[config.mk]
export PLATFORM = sky130hd
export DESIGN_NAME = single_channel_sine_tone_generator
export DESIGN_NICKNAME = d
export VERILOG_FILES = /design/src/hw/rtl/sstg_pkg.sv /design/src/hw/rtl/sstg_div.sv /design/src/hw/rtl/sstg_sine.sv /design/src/hw/rtl/single_channel_sine_tone_generator.sv
export SDC_FILE = /design/constraint.sdc
export NUM_CORES = 2
export LEC_CHECK = 0
export CAP_MARGIN = 0
export CORE_ASPECT_RATIO = 0.5
export CORE_MARGIN = 10
export CORE_UTILIZATION = 35
export CTS_BUF_LIST = sky130_fd_sc_hd__clkbuf_4
export DETAILED_ROUTE_END_ITERATION = 12
export DONT_BUFFER_PORTS = 1
export GPL_TIMING_DRIVEN = 0
export PLACE_DENSITY = 0.49
export RECOVER_POWER = 100
export SLEW_MARGIN = 20
export SYNTH_ARGS = -nofsm -noshare
export SYNTH_HDL_FRONTEND = slang
export SYNTH_HIERARCHICAL = 1
export SYNTH_SLANG_ARGS = --single-unit
[constraint.sdc]
create_clock -name i_clk -period 28.2 [get_ports i_clk]
set_input_delay 7.05 -clock i_clk [delete_from_list [all_inputs] [get_ports i_clk]]
set_output_delay 7.05 -clock i_clk [all_outputs]
set_load 0.03 [all_outputs]
[src/hw/rtl/sstg_pkg.sv]
// ============================================================================
// Sine tone generator package
// Shared widths, fixed-point constants and request types for the tone
// generator and its iterative divider and sine units.
// ============================================================================
package sstg_pkg;

    // Angle resolution and derived widths of the sine evaluation
    localparam int PHASE_BITS = 12;
    localparam int QBITS      = PHASE_BITS - 2;
    localparam int R_W        = QBITS + 1;
    localparam int RSQ_W      = 2 * QBITS + 1;
    localparam int P_W        = 32;
    localparam int PROD_W     = P_W + RSQ_W + 1;
    localparam int SINE_W     = 16;

    // Rounding offsets that make arithmetic shifts truncate toward zero
    localparam longint H_BIAS = (longint'(1) << (2 * QBITS)) - 1;
    localparam longint F_BIAS = (longint'(1) << QBITS) - 1;

    // Odd polynomial coefficients of the quarter wave in Q30
    localparam logic signed [P_W-1:0] C1 = 32'sd1686629713;
    localparam logic signed [P_W-1:0] C3 = 32'sd693598672;
    localparam logic signed [P_W-1:0] C5 = 32'sd85569278;
    localparam logic signed [P_W-1:0] C7 = 32'sd5026937;

    // Channel limit
    localparam int MAX_CHANNELS = 8;

    // Shared divider
    localparam int DIV_W     = 18;
    localparam int DIV_CNT_W = 5;

    // Configuration register indexes
    localparam logic [2:0] CFG_TONE_FREQUENCY  = 3'd0;
    localparam logic [2:0] CFG_OUTPUT_RATE     = 3'd1;
    localparam logic [2:0] CFG_CHANNEL_TOTAL   = 3'd2;
    localparam logic [2:0] CFG_WIDE_SAMPLES    = 3'd3;
    localparam logic [2:0] CFG_SIGNED_SAMPLES  = 3'd4;
    localparam logic [2:0] CFG_BIG_ENDIAN      = 3'd5;
    localparam logic [2:0] CFG_TONE_ON_RIGHT   = 3'd6;
    localparam logic [2:0] CFG_FRAMES_PER_LOOP = 3'd7;

    // Divide request: the remainder starts at rem_init (below divisor) and
    // steps dividend bits are shifted in from the top.
    typedef struct packed {
        logic                 start;
        logic [DIV_W-1:0]     rem_init;
        logic [DIV_W-1:0]     dividend;
        logic [DIV_CNT_W-1:0] steps;
        logic [DIV_W-1:0]     divisor;
    } t_div_req;

    typedef struct packed {
        logic             done;
        logic [DIV_W-1:0] quot;
        logic [DIV_W-1:0] rem;
    } t_div_rsp;

endpackage

[src/hw/rtl/sstg_div.sv]
// ============================================================================
// Shared restoring divider
// Produces one quotient bit per cycle; used for the phase reduction, the
// frequency step reduction and the phase-to-angle conversion.
// ============================================================================
module sstg_div (
    input  logic               i_clk,
    input  logic               i_rst_n,
    input  sstg_pkg::t_div_req i_req,
    output sstg_pkg::t_div_rsp o_rsp
);

    logic                           r_busy;
    logic                           r_done;
    logic [sstg_pkg::DIV_CNT_W-1:0] r_cnt;
    logic [sstg_pkg::DIV_W-1:0]     r_rem;
    logic [sstg_pkg::DIV_W-1:0]     r_dvd;
    logic [sstg_pkg::DIV_W-1:0]     r_quot;
    logic [sstg_pkg::DIV_W-1:0]     r_div;

    logic [sstg_pkg::DIV_W:0]       trial;
    logic [sstg_pkg::DIV_W:0]       diff;
    logic                           fits;

    // One restoring step: shift in the next dividend bit and try a subtract.
    assign trial = {r_rem, r_dvd[sstg_pkg::DIV_W-1]};
    assign diff  = trial - {1'b0, r_div};
    assign fits  = (trial >= {1'b0, r_div});

    // Control and datapath registers
    always_ff @(posedge i_clk) begin
        if (!i_rst_n) begin
            r_busy <= 1'b0;
            r_done <= 1'b0;
            r_cnt  <= '0;
        end else begin
            r_done <= 1'b0;
            if (i_req.start) begin
                r_busy <= 1'b1;
                r_cnt  <= i_req.steps;
                r_rem  <= i_req.rem_init;
                r_dvd  <= i_req.dividend;
                r_div  <= i_req.divisor;
                r_quot <= '0;
            end else if (r_busy) begin
                r_rem  <= fits ? diff[sstg_pkg::DIV_W-1:0] : trial[sstg_pkg::DIV_W-1:0];
                r_dvd  <= {r_dvd[sstg_pkg::DIV_W-2:0], 1'b0};
                r_quot <= {r_quot[sstg_pkg::DIV_W-2:0], fits};
                r_cnt  <= r_cnt - 1'b1;
                if (r_cnt == sstg_pkg::DIV_CNT_W'(1)) begin
                    r_busy <= 1'b0;
                    r_done <= 1'b1;
                end
            end
        end
    end

    assign o_rsp.done = r_done;
    assign o_rsp.quot = r_quot;
    assign o_rsp.rem  = r_rem;

endmodule

[src/hw/rtl/sstg_sine.sv]
// ============================================================================
// Sine evaluation unit
// Evaluates the quarter-wave polynomial in Horner form with one shared
// multiplier, then rounds to Q1.15 and applies the quadrant sign.
// ============================================================================
module sstg_sine (
    input  logic                                i_clk,
    input  logic                                i_rst_n,
    input  logic                                i_start,
    input  logic [sstg_pkg::PHASE_BITS-1:0]     i_angle,
    output logic                                o_done,
    output logic signed [sstg_pkg::SINE_W-1:0]  o_sine
);

    typedef enum logic [2:0] {
        SN_IDLE,
        SN_SQ_MUL,
        SN_SQ_SAVE,
        SN_H_MUL,
        SN_H_ADD,
        SN_F_MUL,
        SN_F_ADD
    } t_sn_state;

    t_sn_state                            r_state;
    logic [1:0]                           r_k;
    logic                                 r_neg;
    logic [sstg_pkg::R_W-1:0]             r_r;
    logic signed [sstg_pkg::P_W-1:0]      r_a;
    logic [sstg_pkg::RSQ_W-1:0]           r_b;
    logic signed [sstg_pkg::PROD_W-1:0]   r_prod;
    logic                                 r_done;
    logic signed [sstg_pkg::SINE_W-1:0]   r_sine;

    logic [1:0]                           quad;
    logic [sstg_pkg::QBITS-1:0]           roff;
    logic [sstg_pkg::R_W-1:0]             r_in;
    logic signed [sstg_pkg::PROD_W-1:0]   mul_res;
    logic signed [sstg_pkg::PROD_W-1:0]   h_sh;
    logic signed [sstg_pkg::PROD_W-1:0]   f_sh;
    logic signed [sstg_pkg::P_W:0]        f_t;
    logic [sstg_pkg::P_W-15:0]            f_rnd;
    logic [sstg_pkg::SINE_W-2:0]          mag;

    // Horner coefficient for each of the three accumulate steps
    function automatic logic signed [sstg_pkg::P_W-1:0] horner_coef(input logic [1:0] k);
        logic signed [sstg_pkg::P_W-1:0] c;
        unique case (k)
            2'd0:    c = sstg_pkg::C5;
            2'd1:    c = -sstg_pkg::C3;
            default: c = sstg_pkg::C1;
        endcase
        return c;
    endfunction

    // Quadrant split; the offset is mirrored in odd quadrants.
    assign quad = i_angle[sstg_pkg::PHASE_BITS-1 -: 2];
    assign roff = i_angle[sstg_pkg::QBITS-1:0];
    assign r_in = quad[0] ? ((sstg_pkg::R_W'(1) << sstg_pkg::QBITS) - sstg_pkg::R_W'(roff))
                          : sstg_pkg::R_W'(roff);

    // The shared multiplier
    assign mul_res = sstg_pkg::PROD_W'(r_a) *
                     sstg_pkg::PROD_W'($signed({1'b0, r_b}));

    // Truncating scale-downs after the multiply
    assign h_sh = r_prod[sstg_pkg::PROD_W-1]
                ? (r_prod + sstg_pkg::PROD_W'(sstg_pkg::H_BIAS)) >>> (2 * sstg_pkg::QBITS)
                : r_prod >>> (2 * sstg_pkg::QBITS);
    assign f_sh = r_prod[sstg_pkg::PROD_W-1]
                ? (r_prod + sstg_pkg::PROD_W'(sstg_pkg::F_BIAS)) >>> sstg_pkg::QBITS
                : r_prod >>> sstg_pkg::QBITS;

    // Round to Q15 and saturate; negative results clamp to zero.
    assign f_t   = (sstg_pkg::P_W+1)'(f_sh[sstg_pkg::P_W-1:0]) + (sstg_pkg::P_W+1)'(16384);
    assign f_rnd = f_t[sstg_pkg::P_W:15];
    assign mag   = f_t[sstg_pkg::P_W] ? '0
                 : ((f_rnd > (sstg_pkg::P_W-14)'(32767)) ? '1 : f_rnd[sstg_pkg::SINE_W-2:0]);

    // Sequencer and datapath registers
    always_ff @(posedge i_clk) begin
        if (!i_rst_n) begin
            r_state <= SN_IDLE;
            r_done  <= 1'b0;
            r_k     <= '0;
        end else begin
            r_done <= 1'b0;
            unique case (r_state)
                SN_IDLE: begin
                    if (i_start) begin
                        r_neg   <= quad[1];
                        r_r     <= r_in;
                        r_a     <= sstg_pkg::P_W'($signed({1'b0, r_in}));
                        r_b     <= sstg_pkg::RSQ_W'(r_in);
                        r_state <= SN_SQ_MUL;
                    end
                end
                SN_SQ_MUL: begin
                    r_prod  <= mul_res;
                    r_state <= SN_SQ_SAVE;
                end
                SN_SQ_SAVE: begin
                    r_b     <= r_prod[sstg_pkg::RSQ_W-1:0];
                    r_a     <= -sstg_pkg::C7;
                    r_k     <= '0;
                    r_state <= SN_H_MUL;
                end
                SN_H_MUL: begin
                    r_prod  <= mul_res;
                    r_state <= SN_H_ADD;
                end
                SN_H_ADD: begin
                    r_a <= horner_coef(r_k) + h_sh[sstg_pkg::P_W-1:0];
                    if (r_k == 2'd2) begin
                        r_b     <= sstg_pkg::RSQ_W'(r_r);
                        r_state <= SN_F_MUL;
                    end else begin
                        r_k     <= r_k + 2'd1;
                        r_state <= SN_H_MUL;
                    end
                end
                SN_F_MUL: begin
                    r_prod  <= mul_res;
                    r_state <= SN_F_ADD;
                end
                SN_F_ADD: begin
                    r_sine  <= r_neg ? -sstg_pkg::SINE_W'(mag) : sstg_pkg::SINE_W'(mag);
                    r_done  <= 1'b1;
                    r_state <= SN_IDLE;
                end
                default: r_state <= SN_IDLE;
            endcase
        end
    end

    assign o_done = r_done;
    assign o_sine = r_sine;

endmodule

[src/hw/rtl/single_channel_sine_tone_generator.sv]
// ============================================================================
// Single channel sine tone generator
// Each frame_tick request produces one interleaved frame: the tone sample on
// the tone channel and silence on the others, the final sample flagged with tlast.
// ============================================================================
// Flow: the shared bit-serial divider reduces the phase and the frequency
//   when needed and converts the phase to an angle, then the sine unit runs;
//   one sample leaves per cycle while the sample stream is ready. A new request
//   is taken only once the previous frame's last sample is in the output register.
// Reset: configuration returns to 1 kHz at 48000 frames/s, two 16-bit signed
//   channels, and the phase and frame position clear to zero.
module single_channel_sine_tone_generator (
    input  logic        i_clk,
    input  logic        i_rst_n,
    // Request stream
    input  logic        i_s_axis_tvalid,
    output logic        o_s_axis_tready,
    input  logic [7:0]  i_s_axis_tdata,   // [0] frame_tick
    // Sample stream
    output logic        o_m_axis_tvalid,
    input  logic        i_m_axis_tready,
    output logic [15:0] o_m_axis_tdata,   // [15:0] sample_word
    output logic [2:0]  o_m_axis_tuser,   // [2:0] channel_index
    output logic        o_m_axis_tlast,   // last_of_frame
    // Configuration writes
    input  logic        i_cfg_we,
    input  logic [2:0]  i_cfg_addr,
    input  logic [23:0] i_cfg_data
);

    typedef enum logic [3:0] {
        ST_IDLE,
        ST_MODP_W,
        ST_STEP,
        ST_STEP_W,
        ST_ANG,
        ST_ANG_W,
        ST_SINE_W,
        ST_ENC_Y,
        ST_ENC_Q,
        ST_EMIT,
        ST_UPDATE
    } t_state;

    // Configuration registers
    logic [17:0] r_tone_frequency;
    logic [17:0] r_output_rate;
    logic [3:0]  r_channel_total;
    logic        r_wide_samples;
    logic        r_signed_samples;
    logic        r_big_endian;
    logic        r_tone_on_right;
    logic [23:0] r_frames_per_loop;

    // Tone state and sequencer registers
    t_state                              r_state;
    logic [17:0]                         r_phase;
    logic [23:0]                         r_pos;
    logic [17:0]                         r_step;
    logic signed [sstg_pkg::SINE_W-1:0]  r_sine;
    logic [17:0]                         r_enc_y;
    logic                                r_enc_neg;
    logic [15:0]                         r_tone_code;
    logic [2:0]                          r_chan;
    sstg_pkg::t_div_req                  r_div_req;
    logic                                r_sine_start;
    logic [sstg_pkg::PHASE_BITS-1:0]     r_sine_angle;

    // Output register
    logic        r_out_valid;
    logic [15:0] r_out_word;
    logic [2:0]  r_out_chan;
    logic        r_out_last;

    sstg_pkg::t_div_rsp                  div_rsp;
    logic                                sine_done;
    logic signed [sstg_pkg::SINE_W-1:0]  sine_val;

    logic        s_acc;
    logic        out_free;
    logic [2:0]  chans_m1;
    logic        has_tone;
    logic        rate_zero;
    logic [15:0] abs_s;
    logic [18:0] off_s;
    logic [18:0] enc_val;
    logic [15:0] enc_k;
    logic [34:0] enc_prod;
    logic [33:0] q_prod;
    logic [15:0] q_val;
    logic [15:0] code_raw;
    logic [15:0] silence;
    logic [15:0] chan_word;
    logic [15:0] chan_word_ord;
    logic [18:0] phase_sum;
    logic [17:0] phase_adv;
    logic [23:0] pos_inc;

    // Build a divide request
    function automatic sstg_pkg::t_div_req make_div(
        input logic [sstg_pkg::DIV_W-1:0]     rem_init,
        input logic [sstg_pkg::DIV_W-1:0]     dividend,
        input logic [sstg_pkg::DIV_CNT_W-1:0] steps,
        input logic [sstg_pkg::DIV_W-1:0]     divisor
    );
        sstg_pkg::t_div_req req;
        req.start    = 1'b1;
        req.rem_init = rem_init;
        req.dividend = dividend;
        req.steps    = steps;
        req.divisor  = divisor;
        return req;
    endfunction

    // Midpoint code of each sample format
    function automatic logic [15:0] silence_code(input logic wide, input logic sgn);
        logic [15:0] c;
        if (sgn) begin
            c = 16'd0;
        end else begin
            c = wide ? 16'd32767 : 16'd127;
        end
        return c;
    endfunction

    // Shared units
    sstg_div u_div (
        .i_clk   (i_clk),
        .i_rst_n (i_rst_n),
        .i_req   (r_div_req),
        .o_rsp   (div_rsp)
    );

    sstg_sine u_sine (
        .i_clk   (i_clk),
        .i_rst_n (i_rst_n),
        .i_start (r_sine_start),
        .i_angle (r_sine_angle),
        .o_done  (sine_done),
        .o_sine  (sine_val)
    );

    // Handshakes
    assign o_s_axis_tready = (r_state == ST_IDLE);
    assign s_acc           = i_s_axis_tvalid && o_s_axis_tready;
    assign out_free        = !r_out_valid || i_m_axis_tready;

    // Channel count clamped to one through MAX_CHANNELS
    always_comb begin
        if (r_channel_total == 4'd0) begin
            chans_m1 = 3'd0;
        end else if (r_channel_total > 4'(sstg_pkg::MAX_CHANNELS)) begin
            chans_m1 = 3'(sstg_pkg::MAX_CHANNELS - 1);
        end else begin
            chans_m1 = 3'(r_channel_total - 4'd1);
        end
    end

    assign has_tone  = r_tone_on_right ? (chans_m1 != 3'd0) : 1'b1;
    assign rate_zero = (r_output_rate == 18'd0);

    // Sample encoding, first stage: scale by the full-scale code and the
    // power-of-two part of the 0.1 amplitude divisor.
    assign abs_s   = r_sine[sstg_pkg::SINE_W-1] ? 16'(-r_sine) : 16'(r_sine);
    assign off_s   = 19'd327680 + 19'(r_sine);
    assign enc_val = r_signed_samples ? {4'b0, abs_s[14:0]} : off_s;
    assign enc_k   = r_signed_samples ? (r_wide_samples ? 16'd32767 : 16'd127)
                                      : (r_wide_samples ? 16'd65535 : 16'd255);
    assign enc_prod = 35'(enc_val) * 35'(enc_k);

    // Second stage: divide by five through the reciprocal, exact below 2^18.
    assign q_prod   = 34'(r_enc_y) * 34'(16'd52429);
    assign q_val    = q_prod[33:18];
    assign code_raw = (r_signed_samples && r_enc_neg) ? 16'(-q_val) : q_val;

    // Per-channel word with byte order applied
    assign silence       = silence_code(r_wide_samples, r_signed_samples);
    assign chan_word     = (has_tone && (r_chan == {2'b00, r_tone_on_right}))
                         ? r_tone_code : silence;
    assign chan_word_ord = (r_wide_samples && r_big_endian)
                         ? {chan_word[7:0], chan_word[15:8]} : chan_word;

    // Phase advance and loop position
    assign phase_sum = {1'b0, r_phase} + {1'b0, r_step};
    assign phase_adv = (phase_sum >= {1'b0, r_output_rate})
                     ? 18'(phase_sum - {1'b0, r_output_rate}) : phase_sum[17:0];
    assign pos_inc   = r_pos + 24'd1;

    // Configuration register writes
    always_ff @(posedge i_clk) begin
        if (!i_rst_n) begin
            r_tone_frequency  <= 18'd1000;
            r_output_rate     <= 18'd48000;
            r_channel_total   <= 4'd2;
            r_wide_samples    <= 1'b1;
            r_signed_samples  <= 1'b1;
            r_big_endian      <= 1'b0;
            r_tone_on_right   <= 1'b0;
            r_frames_per_loop <= 24'd48000;
        end else if (i_cfg_we) begin
            unique case (i_cfg_addr)
                sstg_pkg::CFG_TONE_FREQUENCY:  r_tone_frequency  <= i_cfg_data[17:0];
                sstg_pkg::CFG_OUTPUT_RATE:     r_output_rate     <= i_cfg_data[17:0];
                sstg_pkg::CFG_CHANNEL_TOTAL:   r_channel_total   <= i_cfg_data[3:0];
                sstg_pkg::CFG_WIDE_SAMPLES:    r_wide_samples    <= i_cfg_data[0];
                sstg_pkg::CFG_SIGNED_SAMPLES:  r_signed_samples  <= i_cfg_data[0];
                sstg_pkg::CFG_BIG_ENDIAN:      r_big_endian      <= i_cfg_data[0];
                sstg_pkg::CFG_TONE_ON_RIGHT:   r_tone_on_right   <= i_cfg_data[0];
                sstg_pkg::CFG_FRAMES_PER_LOOP: r_frames_per_loop <= i_cfg_data;
                default: ;
            endcase
        end
    end

    // Frame sequencer, tone state and output register
    always_ff @(posedge i_clk) begin
        if (!i_rst_n) begin
            r_state         <= ST_IDLE;
            r_phase         <= '0;
            r_pos           <= '0;
            r_chan          <= '0;
            r_div_req.start <= 1'b0;
            r_sine_start    <= 1'b0;
            r_out_valid     <= 1'b0;
        end else begin
            r_div_req.start <= 1'b0;
            r_sine_start    <= 1'b0;
            if (i_m_axis_tready) begin
                r_out_valid <= 1'b0;
            end

            unique case (r_state)
                // Wait for a request; reduce the stored phase if needed.
                ST_IDLE: begin
                    if (s_acc && i_s_axis_tdata[0]) begin
                        r_chan <= '0;
                        if (rate_zero) begin
                            r_phase <= '0;
                            r_sine  <= '0;
                            r_state <= ST_ENC_Y;
                        end else if (r_phase >= r_output_rate) begin
                            r_div_req <= make_div('0, r_phase,
                                sstg_pkg::DIV_CNT_W'(sstg_pkg::DIV_W), r_output_rate);
                            r_state   <= ST_MODP_W;
                        end else begin
                            r_state <= ST_STEP;
                        end
                    end
                end
                ST_MODP_W: begin
                    if (div_rsp.done) begin
                        r_phase <= div_rsp.rem;
                        r_state <= ST_STEP;
                    end
                end
                // Per-frame phase step is the frequency modulo the rate.
                ST_STEP: begin
                    if (r_tone_frequency < r_output_rate) begin
                        r_step  <= r_tone_frequency;
                        r_state <= ST_ANG;
                    end else begin
                        r_div_req <= make_div('0, r_tone_frequency,
                            sstg_pkg::DIV_CNT_W'(sstg_pkg::DIV_W), r_output_rate);
                        r_state   <= ST_STEP_W;
                    end
                end
                ST_STEP_W: begin
                    if (div_rsp.done) begin
                        r_step  <= div_rsp.rem;
                        r_state <= ST_ANG;
                    end
                end
                // Angle index is (phase << PHASE_BITS) / rate.
                ST_ANG: begin
                    if (has_tone) begin
                        r_div_req <= make_div(r_phase, '0,
                            sstg_pkg::DIV_CNT_W'(sstg_pkg::PHASE_BITS), r_output_rate);
                        r_state   <= ST_ANG_W;
                    end else begin
                        r_sine  <= '0;
                        r_state <= ST_ENC_Y;
                    end
                end
                ST_ANG_W: begin
                    if (div_rsp.done) begin
                        r_sine_angle <= div_rsp.quot[sstg_pkg::PHASE_BITS-1:0];
                        r_sine_start <= 1'b1;
                        r_state      <= ST_SINE_W;
                    end
                end
                ST_SINE_W: begin
                    if (sine_done) begin
                        r_sine  <= sine_val;
                        r_state <= ST_ENC_Y;
                    end
                end
                // Two-stage sample encoding of the tone value
                ST_ENC_Y: begin
                    r_enc_y   <= r_signed_samples ? enc_prod[33:16] : enc_prod[34:17];
                    r_enc_neg <= r_sine[sstg_pkg::SINE_W-1];
                    r_state   <= ST_ENC_Q;
                end
                ST_ENC_Q: begin
                    r_tone_code <= r_wide_samples ? code_raw : {8'h00, code_raw[7:0]};
                    r_state     <= ST_EMIT;
                end
                // One sample per channel into the output register
                ST_EMIT: begin
                    if (out_free) begin
                        r_out_valid <= 1'b1;
                        r_out_word  <= chan_word_ord;
                        r_out_chan  <= r_chan;
                        r_out_last  <= (r_chan == chans_m1);
                        if (r_chan == chans_m1) begin
                            r_state <= ST_UPDATE;
                        end else begin
                            r_chan <= r_chan + 3'd1;
                        end
                    end
                end
                // Advance the phase and the loop position, clearing both at the loop end.
                ST_UPDATE: begin
                    if (pos_inc >= r_frames_per_loop) begin
                        r_pos   <= '0;
                        r_phase <= '0;
                    end else begin
                        r_pos <= pos_inc;
                        if (has_tone && !rate_zero) begin
                            r_phase <= phase_adv;
                        end
                    end
                    r_state <= ST_IDLE;
                end
                default: r_state <= ST_IDLE;
            endcase
        end
    end

    assign o_m_axis_tvalid = r_out_valid;
    assign o_m_axis_tdata  = r_out_word;
    assign o_m_axis_tuser  = r_out_chan;
    assign o_m_axis_tlast  = r_out_last;

endmodule

==> summary.txt <==
Cells and area
  • Layout Nets: ~8.3k
  • Reg area: approximately 13,000 um2
  • Final Cell Area: slightly below 70,000 um2
  • Post-layout util: 38.0%
  • Multi-input logic area: ~45,000 um2
  • Fin cells: about 9.3k
  • Layout cells sized above 1: 4.39%
  • Area Growth Syn to Fin: 7.34%
  • Fillcell total: 18.6k

STA
  • Fin. max-slew vios: ~150
  • Worst-margin pin slew: around 3.1 ns
  • Max Clock Skew: around 0.15 ns
  • WHS: around 0.39 ns
  • Max-Slew Margin vs Limit: -111%
  • RSZ-0062 raised after global routing: no
  • Finish-stage setup viols: 0
  • Crit path time final: roughly 10 ns
  • Fin crit share: 36.9%
  • Final Hold Viols: 0
  • Final setup TNS: 0 ns
  • FMAX: ~0.096 GHz
  • Setup ws final: 17.79 ns

Place
  • I/O Buffers: 0
  • Hpwl dp: 174,000 um
  • Placed cells: between 9k and 10k
  • Routability cong.: ~0.90
  • DP Area: a little under 70,000 um2
  • Pre-CTS WS: between 15 and 20 ns

Setup path
  • WS Path Type: input port to register
  • Worst Path Max Fanout: 16
  • R2r worst-path depth: 26
  • Worst reg2reg setup slack: 18.22 ns
  • Data arrival, critical path: about 11 ns
  • Worst path max stage delay: around 1.2 ns
  • CP max stage cell: a2111oi_0
  • Worst path bufs/invs: 8
  • Setup crit start kind: input port
  • Top cell by count, worst path: clkbuf_1
  • Crit path max-delay family: buffers and inverters
  • Critical path depth: 10
  • Worst path required time: a little under 30 ns
  • Worst-path cell chain: inv_1 > or4_1 > a2111oi_0 > clkbuf_1 > clkbuf_1 > clkbuf_1 > clkbuf_1 > clkbuf_1 > clkbuf_1 > clkbuf_1
  • Critical path capture point type: register

Floorplanning
  • Die ar.: around 200,000 um2
  • Die height: around 320 um
  • Starting Density: roughly 35%
  • Die Wd: roughly 630 um
  • # IOs: just over 60
  • Num rows: 110
  • Core area: between 150,000 and 200,000 um2

Global routing
  • First-pass GRT wire length: ~320,000 um
  • Largest net degree at the start of global routing: 37
  • Vias in the first global route: around 49k
  • Overall Global Routing Usage: around a fifth
  • Initial antenna violation count: 23
  • Remaining global-route overflow: 0

Job
  • # Max-Cap Violations: 8

Clock tree
  • Post-CTS sizing: 0
  • Postcts setup bufs: 0
  • CTS tree: built
  • CTS sink cnt: between 400 and 500
  • Clk Latency, worst-skew pair: 1.11 ns
  • CTS HTree Levels: 3
  • Total CTS buffers: 120
  • Hold buffers post-CTS: 0
  • Clock-pin slew on the worst setup and hold paths: 0.09 ns
  • Clock Path Buffers: 3
  • Clk root buf: clkbuf_4

Yosys
  • YS warnings: 6
  • Mapped cell area: around 64,000 um2
  • Mapped Cells: 6,661
  • Syn Area/Cell: 9.62 um2
  • Syn_nets: between 8k and 9k

Status
  • Status: finished with violations
  • Failing checks: max-capacitance violations, max-slew violations

Min path
  • Hold depth: 1
  • Type of the worst min-delay path: register to register

Route
  • DR pass1 iterations: 6
  • Average wire per standard cell: roughly 22 um
  • Number of remaining DRC errors: 0
  • Vias per inst: 5.14
  • DRT iter0 DRCs: between 3k and 4k
  • Routed Antenna Nets: 0
  • Via count: around 48k
  • Final wirelength: about 210,000 um

Pwr
  • Pwr dens: 137 nW/um2
  • Worst VDD drop: 0.000663 V
  • Pwr Total: 9.46 mW
  • Lkg Pwr: 30.9 nW
[cells in the final DEF (no fill, tap or decap), drive strengths merged, types with 24 or more instances in the layout]
master     n
inv     1095
fa       937
nand2    674
ha       548
clkbuf   466
and2     438
edfxtp   357
nor2     303
a21oi    290
xnor2    202
o21ai    184
dfxtp    133
xor2      97
a21o      96
nand3     83
nor3      75
and3      56
nand4     55
nor2b     54
o211ai    52
clkinv    47
nand2b    43
a31oi     42
mux2      40
mux2i     36
o21a      33
a211oi    33
a22oi     32
nor4      30
o21bai    29
or3       25
buf       24
[cell type report]
cell class                 count  area share (%)
multi-input combinational   4793            65.9
sequential                   490            19.4
inverter                    1093            5.96
tap                         2408            4.38
clock buffer                 173            1.89
buffer                       285            1.60
clock inverter                52           0.538
timing repair buffer          32           0.185
antenna                       16          0.0582
[power breakdown]
group / total, mW / leakage [nW] / internal [mW] / switching, mW
Combinational: 7.66 / 25.5 / 3.15 / 4.51
Clock: 0.655 / 0.968 / 0.312 / 0.343
Sequential: 1.15 / 4.35 / 1.10 / 0.0426
[per-layer routing]
layer	share of wire [%]	routed length [um]	global-route usage (%)
met5	0.0062	13	0
met4	3.7	7810	7.01
met3	5.8	12100	3.39
met2	46	95500	33.5
met1	45	92900	27.7
[flip-flops by register name, summed over array words and instances, names as in the netlist, 11 cells and up]
| register | flops |
|---|---|
| r_div_req | 57 |
| u_sine/r_prod | 53 |
| u_sine/r_a | 32 |
| r_frames_per_loop | 24 |
| r_pos | 24 |
| u_sine/r_b | 21 |
| r_enc_y | 18 |
| r_output_rate | 18 |
| r_phase | 18 |
| r_step | 18 |
| r_tone_frequency | 18 |
| u_div/r_div | 18 |
| u_div/r_dvd | 18 |
| u_div/r_rem | 18 |
| o_m_axis_tdata | 16 |
| r_sine | 16 |
| r_tone_code | 16 |
| u_sine/o_sine | 16 |
| r_sine_angle | 12 |
| u_div/r_quot | 12 |
| u_sine/r_r | 11 |
[final timing paths]
kind / endpoint / startpoint
min reg2reg: u_div/r_dvd[0]$_SDFFCE_PN0P_ / r_div_req[23]$_DFFE_PP_
min: u_div/r_dvd[0]$_SDFFCE_PN0P_ / r_div_req[23]$_DFFE_PP_
max reg2reg: r_enc_y[15]$_DFFE_PP_ / r_sine[0]$_SDFFCE_PN0P_
max: r_div_req[15]$_DFFE_PP_ / i_rst_n
Power figures use the tool's default switching activity.
